File: config.mk
export PLATFORM = sky130hd
export DESIGN_NAME = m4vt_merge
export DESIGN_NICKNAME = d
export VERILOG_FILES = /design/src/m4vt_pkg.sv /design/src/m4vt_merge.sv
export SDC_FILE = /design/constraint.sdc
export NUM_CORES = 1
export LEC_CHECK = 0
export BUFFER_PORTS_ARGS = -buffer_cell sky130_fd_sc_hd__buf_2
export CAP_MARGIN = 20
export CORE_ASPECT_RATIO = 1.1
export CORE_MARGIN = 5
export CORE_UTILIZATION = 37
export DETAILED_ROUTE_END_ITERATION = 16
export GPL_TIMING_DRIVEN = 0
export PLACE_DENSITY = 0.83
export SYNTH_ARGS = -nofsm -noshare
export SYNTH_HDL_FRONTEND = slang
export SYNTH_SLANG_ARGS = --single-unit
File: constraint.sdc
create_clock -name clk -period 6.61 [get_ports clk]
set_clock_uncertainty 0.2 [all_clocks]
set_input_delay 1.6525 -clock clk [delete_from_list [all_inputs] [get_ports clk]]
set_output_delay 1.6525 -clock clk [all_outputs]
set_load 0.03 [all_outputs]
File: src/m4vt_pkg.sv
// ----------------------------------------------------------------------------
// m4vt_pkg
// Types and constants for the 4x4 fixed-point matrix vector transform.
// ----------------------------------------------------------------------------
`default_nettype none

package m4vt_pkg;

    localparam int COMP_W        = 32;
    localparam int PROD_W        = 2 * COMP_W;
    localparam int SUM_W         = PROD_W + 2;
    localparam int VEC_N         = 4;
    localparam int CFG_N         = 8;
    localparam int CFG_W         = 64;
    localparam int CFG_IDX_W     = 3;
    localparam int FRAC_BITS_DEF = 16;

    typedef logic signed [COMP_W-1:0] comp_t;
    typedef logic signed [PROD_W-1:0] prod_t;
    typedef logic signed [SUM_W-1:0]  sum_t;
    typedef logic [CFG_W-1:0]         cfg_t;

    localparam comp_t COMP_MAX = {1'b0, {(COMP_W-1){1'b1}}};
    localparam comp_t COMP_MIN = {1'b1, {(COMP_W-1){1'b0}}};

    // identity matrix, column major, two rows per register
    localparam cfg_t CFG_RESET [CFG_N] = '{
        64'h0000_0000_0001_0000,
        64'h0000_0000_0000_0000,
        64'h0001_0000_0000_0000,
        64'h0000_0000_0000_0000,
        64'h0000_0000_0000_0000,
        64'h0000_0000_0001_0000,
        64'h0000_0000_0000_0000,
        64'h0001_0000_0000_0000
    };

    typedef struct packed {
        logic load_prod;
        logic load_sum;
    } lane_ctrl_t;

endpackage

`default_nettype wire

File: src/m4vt_merge.sv
// ----------------------------------------------------------------------------
// m4vt_merge
// Output register: gathers the four lane results and merges saturation flags.
// ----------------------------------------------------------------------------
`default_nettype none

module m4vt_merge
    import m4vt_pkg::*;
(
    input  wire logic  clk,
    input  wire logic  rst_n,
    input  wire logic  s2_valid,
    input  wire logic  out_ready,
    input  wire comp_t lane_res [VEC_N],
    input  wire logic  lane_sat [VEC_N],
    output logic       out_load,
    output logic       out_valid,
    output comp_t      out_x,
    output comp_t      out_y,
    output comp_t      out_z,
    output comp_t      out_w,
    output logic       clipped
);

    logic  out_valid_reg;
    logic  out_valid_next;
    comp_t res_reg [VEC_N];
    logic  clip_reg;
    logic  clip_next;

    always_comb
    begin
        out_load  = s2_valid & (~out_valid_reg | out_ready);
        clip_next = lane_sat[0] | lane_sat[1] | lane_sat[2] | lane_sat[3];
        if (out_load)
        begin
            out_valid_next = 1'b1;
        end
        else if (out_ready)
        begin
            out_valid_next = 1'b0;
        end
        else
        begin
            out_valid_next = out_valid_reg;
        end
    end

    always_ff @(posedge clk or negedge rst_n)
    begin
        if (!rst_n)
        begin
            out_valid_reg <= 1'b0;
        end
        else
        begin
            out_valid_reg <= out_valid_next;
        end
    end

    always_ff @(posedge clk)
    begin
        if (out_load)
        begin
            res_reg  <= lane_res;
            clip_reg <= clip_next;
        end
    end

    assign out_valid = out_valid_reg;
    assign out_x     = res_reg[0];
    assign out_y     = res_reg[1];
    assign out_z     = res_reg[2];
    assign out_w     = res_reg[3];
    assign clipped   = clip_reg;

endmodule

`default_nettype wire

; After elaboration in Yosys (flattened, before gate mapping)
; Cells that the tools add are included.
; W data, S select, Z words.
[word_totals]
inputBits = 136
out_inout_bits = 131
wordCells = 15
ff_bits = 130
[op_classes]
n_mux = 2
n_bitwise = 6
reduce_logical = 1
[ops]
columns = op, count
row1 = $or A1 B1 Y1, 4
row2 = $mux W1, 2
row3 = $reduce_bool A2 Y1, 1
row4 = $and A1 B1 Y1, 1
row5 = $not A1 Y1, 1

; Longest topological paths before layout
; Gate-level depths: netlist (run 1).
[logic_depth]
word_depth = 4
mapped_depth = 2
ltp_nobuf = 2

; Worst setup path after synthesis (run 1)
; No wires, ideal clock.
[synth_path]
kind = input to output
from = in out_ready
to = out out_load
setup_slack_ns = -0.169
required_ns = 4.757
t_arrival_ns = 4.926
cell_stages = 2
path_buffers = 0
cell_sequence = nand2b_1 -> and2_1
[synth_via]
elab_chain_cells = 2
[synth_lines]
columns = element, line_no
row1 = start: declaration, m4vt_merge.sv:13  ; input wire logic out_ready,
row2 = $or A1 B1 Y1, m4vt_merge.sv:33  ; out_load = s2_valid & (~out_valid_reg | out_ready);
row3 = $and A1 B1 Y1, m4vt_merge.sv:33
row4 = end: declaration, m4vt_merge.sv:16  ; output logic out_load,
; Every way passes these cells.

; Worst setup path in the final report (run 1)
; Same ends and word-level chain as after synthesis.

==> flow_summary.json, run 1 <==
{
  "ys_async_sr_fraction_pct": 0.769,
  "clock.fmax_mhz": 207,
  "clkSlewWorstSetupHoldPaths_ps": 60,
  "placed_cells": 544,
  "drc": 0,
  "post-dp-hpwl_um": 7550,
  "syn-num-nets": 270,
  "swShare_pct": 22.6,
  "power_frac_seq_pct": 48.0,
  "antenna_found_initial": 1,
  "worstPathCellList": "buf_2 -> nand2b_1 -> and2_4 -> buf_2",
  "yosys-top-cells-count": "edfxtp_1 (129), nand2b_1 (2), and2_1 (1), dfrtp_1 (1), or4_1 (1)",
  "fin_nets": 556,
  "met2_length_um": 5190,
  "hold_class": "reg -> reg",
  "dieArea_mm2": 0.0128,
  "worst_setup_path_start_kind": "primary input",
  "grt_overflow": 0,
  "ys_types": 5,
  "insertion_delay_ps": 400,
  "synth-simple-area-share_pct": 0.669,
  "period_share_pct": 73.2,
  "n_antenna_cell": 0,
  "hold_buffers": 0,
  "max_slew.worst_pin.slew_ps": 967,
  "cp-end-kind": "output pin",
  "synth_mux_area_share_pct": 0,
  "die_w_um": 108,
  "fin_util_pct": 57.9,
  "die_height_um": 118,
  "max_cap_viol_count": 0,
  "viasPerCell": 4.26,
  "crit_family": "simple AND/OR/NAND/NOR gates",
  "syn_inst": 134,
  "p_leak_nw": 2.58,
  "drtIter0Drc": 103,
  "synth_top_family_by_area": "simple AND/OR/NAND/NOR gates",
  "gp_congestion": 0.755,
  "period_needed_ps": 4840,
  "stdcell_count": 575,
  "cp_slowest_cell": "and2_4",
  "synth_area_mm2": 0.00393,
  "clkPwrFrac_pct": 42.4,
  "pin_count": 267,
  "cts_max_level": 4,
  "wl_per_cell_um": 16.8,
  "yosysTopAreaCell": "edfxtp_1",
  "cp_max_fo": 75,
  "vias": 2448,
  "synth-seq-cells": 130,
  "critPathArrivalTime_ps": 2990,
  "slowest_delay_ps": 780,
  "cts_made_buffers": 17,
  "drtPass1Iterations": 4,
  "core_area_mm2": 0.0104,
  "grt_max_degree": 76,
  "met3WireLength_um": 1000,
  "p_switching_mw": 0.458,
  "final_antenna_net_count": 0,
  "synth_xor_area_share_pct": 0,
  "outcome": "complete, no violations",
  "ys.flop_type": "edfxtp_1",
  "ys_warn_count": 0,
  "required_ps": 4760,
  "slew_violations": 0,
  "worstSetupPathType": "in -> out",
  "synthTopCellsByArea": "edfxtp_1 (99%), dfrtp_1 (0.64%), nand2b_1 (0.32%)",
  "grt_first_pass_wirelength_um": 13900,
  "cts_sinks": 130,
  "synth_most_common_cell": "edfxtp_1",
  "hold_viol": 0,
  "routed_wl_um": 9670,
  "synth_edf_count": 129,
  "root_buffer": "clkbuf_16",
  "buffer_ports.inserted": 266,
  "wl_met1_um": 3270,
  "std_cell_rows": 39,
  "setup_tns_ps": 0,
  "cts_setup_buffers": 0,
  "grtUsageTotal_pct": 15.0,
  "crit_buf_inv": 2,
  "yosysSeqAreaShare_pct": 99.3,
  "combPwrFrac_pct": 9.6,
  "cts_tree": "yes",
  "synth_compound_area_share_pct": 0,
  "rsz0062_at_grt": "no",
  "initial_utilization_pct": 37.8,
  "synth_top_cell_area_share_pct": 98.7,
  "drive_above_1_share_pct": 68.5,
  "internal_power_mw": 1.57,
  "avgSynthCellArea_um2": 29.3,
  "top_layer": "met5",
  "post_cts_resized": 0,
  "cpMostUsedCell": "buf_2",
  "grt_pass1_vias": 2586,
  "yosys.area_share.adder_pct": 0,
  "syn_to_final_growth_pct": 53.3,
  "ir_drop_mv": 0.180,
  "power_density_mw_per_mm2": 337,
  "clk_path_buf_depth": 2,
  "setup_violations": 0,
  "slew_headroom_pct": 35.5
}
==> kinds of logic after synthesis <==
| group | after synthesis |
|---|---|
| AND/OR/NAND/NOR | 4 |
| flip-flops | 130 |
==> final cells by class <==
cell class	count	area (um2)
repair buffers	267	1360
well taps	143	179
fillers	834	4380
multi-input cells	4	28.8
flip-flops and latches	130	3900
clock buffers	19	433
clock inverters	12	118
==> metal layers <==
metal  vias up  GRT usage (%)
met5         -              0
met3        19           6.97
met2       145           25.6
li1       1123              -
met1      1159           15.3
met4         2           7.10
==> cell usage in the layout (no fill, tap or decap), types with 2 or more instances in the layout <==
master,synthesis,routed
clkbuf_16,0,17
bufinv_16,0,2
clkinvlp_4,0,2
nand2b_1,2,2
edfxtp_1,129,129
clkbuf_1,0,2
clkinv_2,0,6
buf_2,0,266
==> path summary, 6_finish.rpt <==
| path | to | cells past startpoint | from | slack (ps) |
|---|---|---|---|---|
| worst max-delay path | out_load | 4 | out_ready | 1770 |
| max in group asynchronous | out_valid | 1 | rst_n | 5310 |
| worst min-delay path | out_valid | 2 | out_valid | 300 |
| min in group asynchronous | out_valid | 1 | rst_n | 810 |
| worst max register to register | out_y[20] | 3 | out_valid | 4450 |
| worst min register to register | out_valid | 2 | out_valid | 300 |
==> power groups by stage <==
stage / clock (mW) / combinational, mW / sequential, mW
2_1_floorplan: 0 / 0.0163 / 1.08
3_3_place_gp: 0 / 0.190 / 0.991
3_5_place_dp: 0 / 0.197 / 0.990
4_1_cts: 0.882 / 0.197 / 0.974
5_1_grt: 0.930 / 0.204 / 0.976
6_report: 0.859 / 0.194 / 0.973
==> worst register-to-register path, stage by stage, from the launching register on <==
cell	delay (ps)
dfrtp_1	370
nand2b_1	90
and2_4	780
buf_16	340
==> metrics by stage <==
stage               power (mW)  cell area [um2]  hold slack (ps)  setup WS, ps
CTS                       2.05             6020              310          1760
finish                    2.03             6020              305          1770
global placement          1.18             5440              290           398
floorplan                 1.10             3930              482          1290
detailed placement        1.19             5470              295          1760
global route              2.11             6020              329          1680
Note: power is estimated with default switching activity, not from simulation.
==> run 2, diff against run 1 <==
Settings changed: CORE_UTILIZATION 37 to 39, PLACE_DENSITY 0.83 to 0.84.
Clock period 6.61 ns to 4.9 ns, I/O delays scaled along.
==> run 2 against run 1 <==
Net effect:
- sequential share of layout area rose by 0.65 points
- setup slack got worse by 1000 ps
- global-route usage rose by 0.30 points
- design area fell by 1.0%
- critical path depth rose by 1
- power rose by 31%
- combinational power rose by 35%
==> flow_summary.json, run 2 (synthesis gave the netlist of run 1 again) <==
{
  "initial_utilization_pct": 39.9,
  "grt_max_degree": 73,
  "antenna_found_initial": 0,
  "hold_buffers": 0,
  "insertion_delay_ps": 490,
  "drtPass1Iterations": 4,
  "final_antenna_net_count": 0,
  "slew_headroom_pct": 48.8,
  "vias": 2442,
  "grt_pass1_vias": 2676,
  "buffer_ports.inserted": 266,
  "num-fill-cells": 741,
  "final_cell_mix": "buf_2 (266), edfxtp_1 (129), clkbuf_16 (16)",
  "cts_made_buffers": 17,
  "stdcell_count": 553,
  "syn_to_final_growth_pct": 51.7,
  "hold_ws_ps": 289,
  "cpMostUsedCell": "buf_2",
  "dieArea_mm2": 0.0122,
  "grt_first_pass_wirelength_um": 13600,
  "cp_slowest_cell": "and2_4",
  "cts_tree": "yes",
  "crit_family": "simple AND/OR/NAND/NOR gates",
  "worstPathCellList": "buf_2 -> nand2b_1 -> and2_4 -> buf_16 -> buf_2",
  "setup_tns_ps": 0,
  "post_cts_resized": 0,
  "n_antenna_cell": 0,
  "cp_max_fo": 72,
  "fin_nets": 556,
  "fin_area_mm2": 0.00596,
  "root_buffer": "clkbuf_8",
  "setup_violations": 0,
  "p_leak_nw": 2.56,
  "hold_class": "in -> async",
  "drc": 0,
  "rsz0062_at_grt": "no",
  "power_density_mw_per_mm2": 447,
  "routed_wl_um": 9570,
  "grtUsageTotal_pct": 15.3,
  "period_share_pct": 84.7,
  "clock.fmax_mhz": 241,
  "drtIter0Drc": 89,
  "max_cap_viol_count": 0,
  "fin_util_pct": 60.5,
  "outcome": "complete, no violations",
  "use_met2_pct": 27.4,
  "wl_per_cell_um": 17.3,
  "finalWorstSetupSlack_ps": 750,
  "placed_cells": 521,
  "total_power_mw": 2.66,
  "viasPerCell": 4.42,
  "gp_congestion": 0.706,
  "post-dp-hpwl_um": 7430,
  "cts_setup_buffers": 0,
  "placed_cell_area_mm2": 0.00544,
  "drive_above_1_share_pct": 67.9,
  "crit_buf_inv": 3,
  "clkSlewWorstSetupHoldPaths_ps": 60,
  "slowest_delay_ps": 650,
  "critPathArrivalTime_ps": 2730,
  "die_w_um": 106,
  "dp_worst_setup_slack_ps": 718,
  "max_slew.worst_pin.slew_ps": 768,
  "slew_violations": 0,
  "final_common_cell": "buf_2",
  "hold_viol": 0,
  "std_cell_rows": 38,
  "pin_count": 267,
  "worstSetupPathType": "in -> out",
  "die_height_um": 115,
  "grt_overflow": 0,
  "required_ps": 3470,
  "ir_drop_mv": 0.281,
  "cp-end-kind": "output pin",
  "grtUsageMet1_pct": 14.6,
  "core_area_mm2": 0.00984,
  "period_needed_ps": 4150,
  "cts_sinks": 130,
  "worst_setup_path_start_kind": "primary input",
  "use_met3_pct": 8.20,
  "top_usage_layer": "met2",
  "clk_path_buf_depth": 2,
  "cts_max_level": 4
}
run 2: changes by cell type in the layout (fill, tap and decap cells not counted), sizes merged:
cell,previous run,this run
clkbuf,19,21
bufinv,2,1
run 2: worst reg2reg max path, cell delays in order, from the launching register on:
cell and delay, ps:
dfrtp_1 370, nand2b_1 90, and2_4 650, buf_16 370
run 2: report_power, final:
| part | switching [mW] | internal [mW] | leakage [nW] |
|---|---|---|---|
| Combinational | 0.183 | 0.0789 | 1.07 |
| Sequential | 0.0142 | 1.30 | 1.24 |
| Clock | 0.421 | 0.665 | 0.251 |
| Total | 0.618 | 2.04 | 2.56 |
run 2: per-layer routing:
layer | vias up | part of all wire, % | wire length [um]
li1 | 1121 | - | -
met2 | 163 | 54 | 5130
met3 | 11 | 13 | 1240
met4 | 0 | 1.2 | 114
met1 | 1147 | 32 | 3080
met5 | - | 0 | 0
run 2: cell type report:
class,instances,area [um2],area share [%]
Tap cell,120,150,2.52
Multi-Input combinational cell,4,28.8,0.483
Timing Repair Buffer,267,1360,22.8
Clock inverter,11,90.1,1.51
Clock buffer,21,429,7.21
Sequential cell,130,3900,65.5
run 2: worst paths after layout:
check	cells past startpoint	from	end	slack, ps
max	5	out_ready	out_load	750
min	1	rst_n	out_valid	290
max reg2reg	3	out_valid	out_y[24]	2810
min reg2reg	2	out_valid	out_valid	310
max in group asynchronous	1	rst_n	out_valid	4130
min in group clk	2	out_valid	out_valid	310
